<file path="src/hw/rtl/pft_pkg.sv">
// ----------------------------------------------------------------------------
// pft_pkg
// types and codes shared by the periodic flush timer table modules
// ----------------------------------------------------------------------------
package pft_pkg;

  // request codes
  localparam logic [1:0] REQ_REGISTER   = 2'd0;
  localparam logic [1:0] REQ_UNREGISTER = 2'd1;
  localparam logic [1:0] REQ_FLUSH      = 2'd2;
  localparam logic [1:0] REQ_TICK       = 2'd3;

  // result status codes
  localparam logic [1:0] ST_OK       = 2'd0;
  localparam logic [1:0] ST_EXISTS   = 2'd1;
  localparam logic [1:0] ST_MISSING  = 2'd2;
  localparam logic [1:0] ST_FULL     = 2'd3;

  typedef struct packed {
    logic [1:0]  req_type;
    logic [31:0] timer_id;
    logic [31:0] period;
    logic [31:0] now;
  } req_t;

  typedef struct packed {
    logic [1:0]  status;
    logic        flushed;
    logic [31:0] flushed_id;
    logic [31:0] old_deadline;
    logic        last;
  } res_t;

  typedef struct packed {
    logic [31:0] id;
    logic [31:0] deadline;
    logic [31:0] period;
  } entry_t;

  // controller to datapath
  typedef struct packed {
    logic load;
    logic scan;
    logic shift_init;
    logic shift;
    logic finish;
  } ctrl_cmd_t;

  // datapath to controller
  typedef struct packed {
    logic [1:0] op;
    logic       match;
    logic       full;
    logic       scan_done;
    logic       shift_done;
  } dp_stat_t;

endpackage

</file>
<file path="src/hw/rtl/pft_ctrl.sv">
// ----------------------------------------------------------------------------
// pft_ctrl
// sequencer: scan, optional shift of the sorted table, finishing write
// ----------------------------------------------------------------------------
module pft_ctrl import pft_pkg::*; (
  input  logic      clk,
  input  logic      rst,
  input  logic      start,
  output logic      busy,
  input  dp_stat_t  stat,
  output ctrl_cmd_t cmd
);

  typedef enum logic [3:0] {
    S_IDLE   = 4'b0001,
    S_SCAN   = 4'b0010,
    S_SHIFT  = 4'b0100,
    S_FINISH = 4'b1000
  } state_t;

  state_t state, state_next;
  logic   need_shift;

  assign need_shift = (stat.op == REQ_REGISTER && !stat.match && !stat.full) ||
                      (stat.op == REQ_UNREGISTER && stat.match);

  assign busy = (state != S_IDLE);

  always_comb begin
    state_next = state;
    cmd        = '0;
    case (state)
      S_IDLE: begin
        if (start) begin
          cmd.load   = 1'b1;
          state_next = S_SCAN;
        end
      end
      S_SCAN: begin
        cmd.scan = 1'b1;
        if (stat.scan_done) begin
          if (stat.op != REQ_TICK && need_shift) begin
            cmd.shift_init = 1'b1;
            state_next     = S_SHIFT;
          end else begin
            state_next = S_FINISH;
          end
        end
      end
      S_SHIFT: begin
        cmd.shift = 1'b1;
        if (stat.shift_done) begin
          state_next = S_FINISH;
        end
      end
      S_FINISH: begin
        cmd.finish = 1'b1;
        state_next = S_IDLE;
      end
      default: begin
        state_next = S_IDLE;
      end
    endcase
  end

  always_ff @(posedge clk) begin
    if (rst) begin
      state <= S_IDLE;
    end else begin
      state <= state_next;
    end
  end

endmodule

</file>
<file path="src/hw/rtl/pft_dp.sv">
// ----------------------------------------------------------------------------
// pft_dp
// sorted entry memory, scan and shift pointers, compare and result register
// ----------------------------------------------------------------------------
module pft_dp import pft_pkg::*; #(
  parameter int TABLE_ENTRIES = 16
) (
  input  logic      clk,
  input  logic      rst,
  input  req_t      req,
  input  ctrl_cmd_t cmd,
  output dp_stat_t  stat,
  output res_t      res,
  output logic      res_valid
);

  localparam int AW = (TABLE_ENTRIES > 1) ? $clog2(TABLE_ENTRIES) : 1;
  localparam int CW = $clog2(TABLE_ENTRIES + 1);
  localparam logic [CW-1:0] FULL_COUNT = CW'(TABLE_ENTRIES);

  // entries 0 .. count-1 are live and kept in ascending id order
  entry_t mem [TABLE_ENTRIES];

  req_t          cur;
  logic [CW-1:0] count;
  logic [CW-1:0] ptr;
  logic [CW-1:0] pos;
  logic [CW-1:0] ptr_dec;
  logic          pipe;
  logic [AW-1:0] data_idx;
  entry_t        rd_data;
  entry_t        hit;
  logic          match;
  logic          shift_up;
  logic          due;
  logic          search;
  logic          rd_en;
  logic [AW-1:0] rd_addr;
  logic          wr_en;
  logic [AW-1:0] wr_addr;
  entry_t        wr_data;
  res_t          res_next;
  logic          res_valid_next;
  logic          reg_ok;

  assign shift_up = (cur.req_type == REQ_REGISTER);
  assign ptr_dec  = ptr - CW'(1);
  assign search   = cmd.scan && pipe && (cur.req_type != REQ_TICK);
  assign due      = cmd.scan && pipe && (cur.req_type == REQ_TICK) &&
                    (cur.now > rd_data.deadline);
  assign reg_ok   = !match && (count != FULL_COUNT);

  assign stat.op         = cur.req_type;
  assign stat.match      = match;
  assign stat.full       = (count == FULL_COUNT);
  assign stat.scan_done  = (ptr == count) && !pipe;
  assign stat.shift_done = (shift_up ? (ptr == pos) : (ptr == count)) && !pipe;

  // read port
  always_comb begin
    rd_en   = 1'b0;
    rd_addr = ptr[AW-1:0];
    if (cmd.scan && !cmd.shift_init && ptr < count) begin
      rd_en = 1'b1;
    end
    if (cmd.shift) begin
      if (shift_up) begin
        rd_addr = ptr_dec[AW-1:0];
        rd_en   = (ptr > pos);
      end else begin
        rd_en = (ptr < count);
      end
    end
  end

  // write port and result
  always_comb begin
    wr_en          = 1'b0;
    wr_addr        = data_idx;
    wr_data        = rd_data;
    res_next       = '0;
    res_valid_next = 1'b0;
    if (due) begin
      wr_en                 = 1'b1;
      wr_data.deadline      = rd_data.deadline + rd_data.period;
      res_valid_next        = 1'b1;
      res_next.status       = ST_OK;
      res_next.flushed      = 1'b1;
      res_next.flushed_id   = rd_data.id;
      res_next.old_deadline = rd_data.deadline;
    end
    if (cmd.shift && pipe) begin
      wr_en   = 1'b1;
      wr_addr = shift_up ? (data_idx + AW'(1)) : (data_idx - AW'(1));
    end
    if (cmd.finish) begin
      res_valid_next = 1'b1;
      res_next.last  = 1'b1;
      wr_addr        = pos[AW-1:0];
      case (cur.req_type)
        REQ_REGISTER: begin
          if (match) begin
            res_next.status = ST_EXISTS;
          end else if (!reg_ok) begin
            res_next.status = ST_FULL;
          end else begin
            wr_en            = 1'b1;
            wr_data.id       = cur.timer_id;
            wr_data.deadline = cur.now + cur.period;
            wr_data.period   = cur.period;
          end
        end
        REQ_UNREGISTER: begin
          res_next.status = match ? ST_OK : ST_MISSING;
        end
        REQ_FLUSH: begin
          if (match) begin
            wr_en                 = 1'b1;
            wr_data               = hit;
            wr_data.deadline      = hit.period + cur.now;
            res_next.flushed      = 1'b1;
            res_next.flushed_id   = hit.id;
            res_next.old_deadline = hit.deadline;
          end else begin
            res_next.status = ST_MISSING;
          end
        end
        default: begin
          res_next.status = ST_OK;
        end
      endcase
    end
  end

  // entry memory
  always_ff @(posedge clk) begin
    if (wr_en) begin
      mem[wr_addr] <= wr_data;
    end
    if (rd_en) begin
      rd_data <= mem[rd_addr];
    end
  end

  always_ff @(posedge clk) begin
    if (rst) begin
      count     <= '0;
      pipe      <= 1'b0;
      res_valid <= 1'b0;
    end else begin
      pipe      <= rd_en;
      res_valid <= res_valid_next;
      if (cmd.finish) begin
        if (cur.req_type == REQ_REGISTER && reg_ok) begin
          count <= count + CW'(1);
        end else if (cur.req_type == REQ_UNREGISTER && match) begin
          count <= count - CW'(1);
        end
      end
    end
  end

  always_ff @(posedge clk) begin
    res <= res_next;
    if (rd_en) begin
      data_idx <= rd_addr;
    end
    if (cmd.load) begin
      cur   <= req;
      ptr   <= '0;
      pos   <= '0;
      match <= 1'b0;
    end else begin
      if (cmd.shift_init) begin
        ptr <= shift_up ? count : (pos + CW'(1));
      end else if (rd_en) begin
        ptr <= (cmd.shift && shift_up) ? ptr_dec : (ptr + CW'(1));
      end
      if (search) begin
        if (rd_data.id < cur.timer_id) begin
          pos <= pos + CW'(1);
        end else if (rd_data.id == cur.timer_id) begin
          match <= 1'b1;
          hit   <= rd_data;
        end
      end
    end
  end

`ifndef SYNTH
  a_count_range: assert property (@(posedge clk) disable iff (rst)
    count <= FULL_COUNT)
    else $error("entry count beyond table size");

  a_port_clash: assert property (@(posedge clk) disable iff (rst)
    !(wr_en && rd_en && wr_addr == rd_addr))
    else $error("read and write of the same entry in one cycle");

  a_mid_result: assert property (@(posedge clk) disable iff (rst)
    res_valid && !res.last |->
      res.flushed && res.status == ST_OK && cur.req_type == REQ_TICK)
    else $error("non-final item outside a tick");
`endif

endmodule

</file>
<file path="src/hw/rtl/periodic_flush_timer_table.sv">
// ----------------------------------------------------------------------------
// periodic_flush_timer_table
// table of periodic timers keyed by id, with register, unregister,
// force flush and tick requests
// ----------------------------------------------------------------------------
// an item is taken when start is high and busy is low; busy then stays high
// until the request is done. results come out on res for one cycle each,
// marked by res_valid, and cannot be held off; the item with res.last set
// closes the request and appears in the cycle in which busy has dropped, so
// a new item may be started alongside it. entries are kept in one memory
// sorted by id, so every request is a walk over the n live entries through
// the single registered read port: a scan, then a shift that opens a gap
// for a register or closes it for an unregister, then a finishing step;
// force flush and tick need no shift, and a tick gives one flushed item
// per overdue entry during the scan and the closing item after it. no
// clearing pass is needed after reset: the live count starts at zero.
// ----------------------------------------------------------------------------
module periodic_flush_timer_table import pft_pkg::*; #(
  parameter int TABLE_ENTRIES = 16
) (
  input  logic clk,
  input  logic rst,
  input  logic start,
  output logic busy,
  input  req_t req,
  output res_t res,
  output logic res_valid
);

  // command and status between sequencer and datapath
  ctrl_cmd_t cmd;
  dp_stat_t  stat;

  // sequencer: idle, scan, shift, finish
  pft_ctrl u_ctrl (
    .clk   (clk),
    .rst   (rst),
    .start (start),
    .busy  (busy),
    .stat  (stat),
    .cmd   (cmd)
  );

  // datapath: sorted entry memory, pointers, compares and result register
  pft_dp #(
    .TABLE_ENTRIES (TABLE_ENTRIES)
  ) u_dp (
    .clk       (clk),
    .rst       (rst),
    .req       (req),
    .cmd       (cmd),
    .stat      (stat),
    .res       (res),
    .res_valid (res_valid)
  );

`ifndef SYNTH
  // an accepted item always makes the block busy in the next cycle
  a_accept_busy: assert property (@(posedge clk) disable iff (rst)
    start && !busy |=> busy)
    else $error("item accepted but block not busy");

  // the closing item is only shown once the block is free again
  a_last_idle: assert property (@(posedge clk) disable iff (rst)
    res_valid && res.last |-> !busy)
    else $error("closing item while still busy");
`endif

endmodule

</file>
<file path="config.mk">
export PLATFORM = sky130hd
export DESIGN_NAME = periodic_flush_timer_table
export DESIGN_NICKNAME = d
export VERILOG_FILES = /design/src/hw/rtl/pft_pkg.sv /design/src/hw/rtl/pft_ctrl.sv /design/src/hw/rtl/pft_dp.sv /design/src/hw/rtl/periodic_flush_timer_table.sv
export SDC_FILE = /design/constraint.sdc
export NUM_CORES = 2
export LEC_CHECK = 0
export ABC_AREA = 1
export BUFFER_PORTS_ARGS = -buffer_cell sky130_fd_sc_hd__clkbuf_2
export CORE_UTILIZATION = 40
export DETAILED_ROUTE_END_ITERATION = 12
export SLEW_MARGIN = 0
export SYNTH_ARGS = -nofsm -noshare
export SYNTH_HDL_FRONTEND = slang
export SYNTH_SLANG_ARGS = --single-unit
</file>
<file path="constraint.sdc">
create_clock -name clk -period 19.34 [get_ports clk]
set_input_delay 3.868 -clock clk [delete_from_list [all_inputs] [get_ports clk]]
set_output_delay 3.868 -clock clk [all_outputs]
set_load 0.02 [all_outputs]
</file>
; ---- After elaboration in Yosys (flattened, before gate mapping)
; Memory sizes are Yosys's and may differ from the RTL's. A register that Yosys moved wholly into a read port is not among the register bits.
; Index checks and enable logic that the tools add are counted.
[word_totals]
n_memories = 1
ff_bits = 288
input_bits = 101
output_inout_bits = 70
word_cells = 135
ramBits = 1536
[memory_table]
columns = memory, depth, width, read_ports, rd_clocked_by_memory_dff, write_ports, line_no
row1 = u_dp.mem, 16, 96, 1, 1, 1, pft_dp.sv:22  ; entry_t mem [TABLE_ENTRIES];
[op_classes]
n_eq_ne = 17
magnitude_cmp = 4
n_bitwise = 2
n_mux = 52
reduce_logical = 29
add_sub_neg = 10
[ops]
columns = operator, count
row1 = two-way mux 96 bit, 4
row2 = two-way mux 65 bit, 3
row3 = one-hot mux 96 bit (2 select lines), 1
row4 = adder 32 bit, 3
row5 = two-way mux 68 bit, 1
row6 = two-way mux 4 bit, 9
row7 = == test 32 bit, 1
row8 = greater-than comparator 32 bit, 1
row9 = < comparator 32 bit, 1
row10 = two-way mux 32 bit, 1
row11 = two-way mux 5 bit, 6
row12 = two-way mux 1 bit, 19
row13 = logical AND 1 bit, 16
row14 = adder 5 x 1 -> 5 bit (second input constant), 3
row15 = one-hot mux 4 bit (3 select lines), 1
row16 = == test 5 bit, 2
row17 = two-way mux 2 bit, 5
row18 = subtractor 5 x 1 -> 5 bit (second input constant), 2
row19 = inequality test 2 bit (second input constant), 4
row20 = one-hot mux 2 bit (3 select lines), 1
row21 = AND reduction 3 bit, 2
row22 = == test 5 bit (second input constant), 1
row23 = greater-than comparator 5 bit, 1
row24 = < comparator 5 bit, 1
row25 = other kinds (18), 25

; ---- Logic depth before layout (Yosys ltp)
[depth]
ltp_word = 19
ltp_mapped = 22
mapped_depth_nobuf = 21

; ---- Hierarchy
; Synthesis repeated with hierarchy kept, for this count alone.
[hier_totals]
hier_cells = 6776
area_unflattened_um2 = 81748.4
[by_module_without_submodules]
columns = mod, cells_per_inst, area_per_inst_um2, seq_area_each_um2, instances
row1 = pft_dp, 6730, 81445.6, 56674.4, 1
row2 = pft_ctrl, 46, 302.8, 80.1, 1

; ---- Worst setup path before layout
; No wires, ideal clock.
[synth_timing]
path_type = in2reg
startpoint = in start
endpoint = reg u_dp.hit[0] in the netlist's numbering, enable pin
arrival_ns = 9.899
path_stages = 5
n_path_buf = 0
setup_slack_ns = 8.890
setup_time_ns = 0.551
t_required_ns = 18.789
cell_sequence = nand2_1 -> inv_1 -> nor4_1 -> nand3_1 -> nor2_1
[synth_lines]
columns = element, line_no
row1 = from (decl), periodic_flush_timer_table.sv:23  ; input logic start,
row2 = to (signal assigned), pft_dp.sv:184  ; hit <= rd_data;
row3 = to (decl), pft_dp.sv:32  ; entry_t hit;

; ---- Worst setup path after layout
[layout_timing]
startpoint = reg u_dp.cur, in the netlist u_dp.stat[4]
endpoint = reg, netlist name u_dp.rd_data[50]
[layout_between]
elab_chain_len = 13
word_cells_on_any_way = 19
classes_between = 2 x eq/ne / 8 x mux / 9 x reduce/logical
[layout_lines]
columns = element, line_no
row1 = from (decl), pft_dp.sv:24  ; req_t cur;
row2 = from (signal assigned), pft_dp.sv:169  ; cur <= req;
row3 = logical NOT 2 bit, "pft_ctrl.sv:24, pft_dp.sv:46"
row4 = logical AND 1 bit (2 in series), pft_ctrl.sv:24  ; assign need_shift = (stat.op == REQ_REGISTER && !stat.match && !stat.full) ||
row5 = logical OR 1 bit, pft_ctrl.sv:24
row6 = logical AND 1 bit, pft_ctrl.sv:42  ; if (stat.op != REQ_TICK && need_shift) begin
row7 = two-way mux 1 bit, pft_ctrl.sv:42
row8 = two-way mux 1 bit, pft_ctrl.sv:41  ; if (stat.scan_done) begin
row9 = two-way mux 2 bit, pft_ctrl.sv:32  ; case (state)
row10 = logical NOT 1 bit, pft_dp.sv:63  ; if (cmd.scan && !cmd.shift_init && ptr < count) begin
row11 = logical AND 1 bit (2 in series), pft_dp.sv:63
row12 = two-way mux 1 bit, pft_dp.sv:63
row13 = two-way mux 1 bit, pft_dp.sv:66  ; if (cmd.shift) begin
; Parallel ways exist; a longest one is shown, timed or not.
; A chain may end at the register's enable or synchronous reset.

==> summary.txt <==
Power
  • Comb pwr share: ~10%
  • Pwr dens: roughly 100 nW/um2
  • Part of the power in registers: 49.9%
  • Internal power: 6890 uW
  • NetSw: 2320 uW
  • Clk pwr share: 39.9%
  • Switching Share: 25.2%
  • Peak VDD IR: roughly 0.086 mV
  • Static leakage: 0.0322 uW

Routing
  • Drt drc: 0
  • Average wire per standard cell: 25.9 um
  • First-pass DRT Iterations: 8
  • First DRT Iteration DRCs: 6,598
  • Aggregate routed wire length: 256,000 um
  • DR vias/cell: 5.78
  • DRT antenna net count: 0
  • Via Count: 57,332

Die
  • Io pins: 171
  • Initial Utilization: between 40% and 50%
  • Die Height: 456 um
  • # rows: 166
  • Die X: 456 um
  • Core ar.: 205,000 um2
  • DIE AREA: 208,000 um2

Synth
  • Cells after Synth: 6,944
  • Post-synth top area share: 66.7%
  • Yosys reg bits: 1,920
  • Number of flops mapped to enable cells by yosys: 1,830
  • Top cells by area, synth: edfxtp_1 67%, o21ai_0 5.5%, nor2_1 4.4%
  • Avg Inst Size Synth: 11.9 um2
  • Syn nets: just over 7,000
  • Post-synth top cells: 1,830 x edfxtp_1, 955 x nor2_1, 912 x nand2_1, 908 x o21ai_0, 392 x inv_1
  • Post-synthesis cell type count: 52
  • Synth area leader: edfxtp_1
  • Synth Cell Area: 82,400 um2
  • Ys async rst share: 0%
  • Register area share after synthesis: between 60% and 70%
  • Top-count cell post-synth: edfxtp_1
  • Ys Warns: 0
  • Prevailing post-synth register cell: edfxtp_1

Critical path
  • Crit path max-delay family: buffers and inverters
  • Slowest Stage Delay on Critical Path: 0.86 ns
  • Critical path endpoint category: flip-flop
  • Max stage delay cell, worst path: inv_8
  • WP data required: ~20 ns
  • Crit-path cells: inv_1 > ha_1 > nand2_4 > inv_1 > a21oi_1 > nand2_8 > inv_8 > buf_4 > buf_4 > o221ai_1 > o211ai_1 > nand2_1
  • CP arrival: about 6.5 ns
  • Reg2Reg Setup Slack: 13.43 ns
  • Crit path launch type: flip-flop
  • CP bufs+invs: 5
  • Crit Path Max Fanout: 121
  • Type of the worst setup path: flip-flop to flip-flop

Clocking
  • Clock Latency Late Sink: 0.87 ns
  • Hold_buf cts: 0
  • Clk buf depth: 3
  • CTS tree: yes
  • CTS Sinks: 1,920
  • Root Buffer: clkbuf_16
  • Num CTS Buffers: 189
  • H-tree depth: 4
  • Clock slew at reported path FFs: 0.06 ns
  • Post-CTS Setup Inserts: 0
  • Post_cts resized: 0

Timing
  • RSZ-0062 raised after global routing: no
  • Max Slew Vio Count: 0
  • Max-slew headroom: 2.22%
  • Setup Skew: 0.0693 ns
  • Final hold vios: 0
  • Pin slew with the least headroom to its limit: ~1.5 ns
  • Tmin final: 5.91 ns
  • Peak Freq: 0.169 GHz
  • Final setup TNS: 0 ns
  • Final setup violation count: 0
  • Final period util: 30.5%

Min path
  • Min-delay worst type: flip-flop to flip-flop

GRT
  • Largest net degree at the start of global routing: 221
  • Vias in the first global route: 54,908
  • Total grt overflow: 0
  • Total track usage: 24.1%
  • First-pass GRT wire length: between 300,000 and 400,000 um
  • Initial antenna violation count: 21

Final layout
  • Post-Layout Cell Count: 9,913
  • NumNets Final: 7,323
  • P&R area growth vs syn: 12.1%
  • Fraction of layout cells with a size suffix above 1: between 8 and 9%
  • Final core occ: 45.1%

Placement
  • Placer Congestion: 0.938
  • DP HPWL: 151,000 um
  • Number of I/O port buffers: 170
  • Placed cell count: about 9,500

Job
  • Max Cap Violations: 0

Status
  • Outcome: finished clean
## state kept, by name, indices dropped and copies added, names as in the netlist
| name | cells |
|---|---|
| u_dp.ptr | 5 |
| u_dp.stat | 2 |
| u_dp.data_idx | 4 |
| u_dp.pipe | 1 |
| u_dp.rd_data | 96 |
| u_dp.cur | 96 |
| u_dp.res | 68 |
| u_dp.match | 1 |
| u_dp.pos | 5 |
| u_dp.count | 5 |
| u_dp.mem | 1536 |
| u_ctrl.state | 4 |
| u_dp.hit | 96 |
| u_dp.res_valid | 1 |
## power by group through the flow
| stage | Sequential (uW) | Combinational (uW) | Clock [uW] |
|---|---|---|---|
| 6_report | 4600 | 934 | 3680 |
| 5_1_grt | 4600 | 1030 | 3880 |
| 4_1_cts | 4600 | 926 | 3720 |
| 3_5_place_dp | 4680 | 920 | 0 |
| 3_3_place_gp | 4690 | 906 | 0 |
| 2_1_floorplan | 4660 | 640 | 0 |
## per-layer routing
layer | GRT usage, % | share of wire (%)
met5 | 0 | 0.0043
met4 | 9.32 | 3.4
met3 | 3.82 | 8.1
met2 | 38.6 | 47
met1 | 32.9 | 42
## cell families (layout without fill, tap and decap cells)
family | count (synthesis) | after routing | share of synthesized area [%]
flip-flops | 1920 | 1920 | 68.9
AND/OR/NAND/NOR | 2262 | 2262 | 11.1
XOR/XNOR | 44 | 44 | 0.468
other | 0 | 28 | 0
buffers and inverters | 777 | 1030 | 3.77
AO/OA/AOI/OAI | 1756 | 1756 | 12.9
multiplexers | 1 | 1 | 0.0122
adder cells (fa/ha/maj) | 184 | 184 | 2.84
## final cells by class
type                    instances  area [um2]
diodes                         28        70.1
clock buffers                 236        5040
clock inverters               114        1160
fillers                     18415      112000
inverters                     404        1620
multi-input cells            4247       22600
flip-flops and latches       1920       56800
well taps                    2688        3360
repair buffers                276        1680
## metrics by stage
stage                     power, uW  setup slack (ns)  cell area [um2]  hold slack (ns)
after floorplan                5300              8.89            82400            0.422
after global placement         5590             12.90            86000            0.451
after detailed placement       5600             12.91            86000            0.471
after CTS                      9240             13.45            92200            0.483
after global routing           9500             13.20            92300            0.489
final                          9210             13.43            92300            0.486
## worst paths after layout
kind,end,startpoint,cells past startpoint
worst min register to register,u_dp.res[21],u_dp.hit[52],2
worst min-delay path,u_dp.res[21],u_dp.hit[52],2
worst max register to register,u_dp.rd_data[50],u_dp.stat[4],12
worst max-delay path,u_dp.rd_data[50],u_dp.stat[4],12
## worst register-to-register path, stage by stage (launching register included)
cell,delay (ns)
edfxtp_1,0.38
inv_1,0.08
ha_1,0.54
nand2_4,0.35
inv_1,0.09
a21oi_1,0.39
nand2_8,0.51
inv_8,0.98
buf_4,0.85
buf_4,0.78
o221ai_1,0.42
o211ai_1,0.19
nand2_1,0.08
## cell usage in the layout, fill, tap and decap left out, drive strengths merged, types with 90 or more instances in the layout
cell type,instances
a21oi,181
buf,106
clkbuf,406
dfxtp,90
edfxtp,1830
ha,179
inv,406
nand2,916
nand3,289
nor2,957
o211ai,144
o21ai,942
o221ai,306
o22ai,124
(Power assumes the default switching activity.)
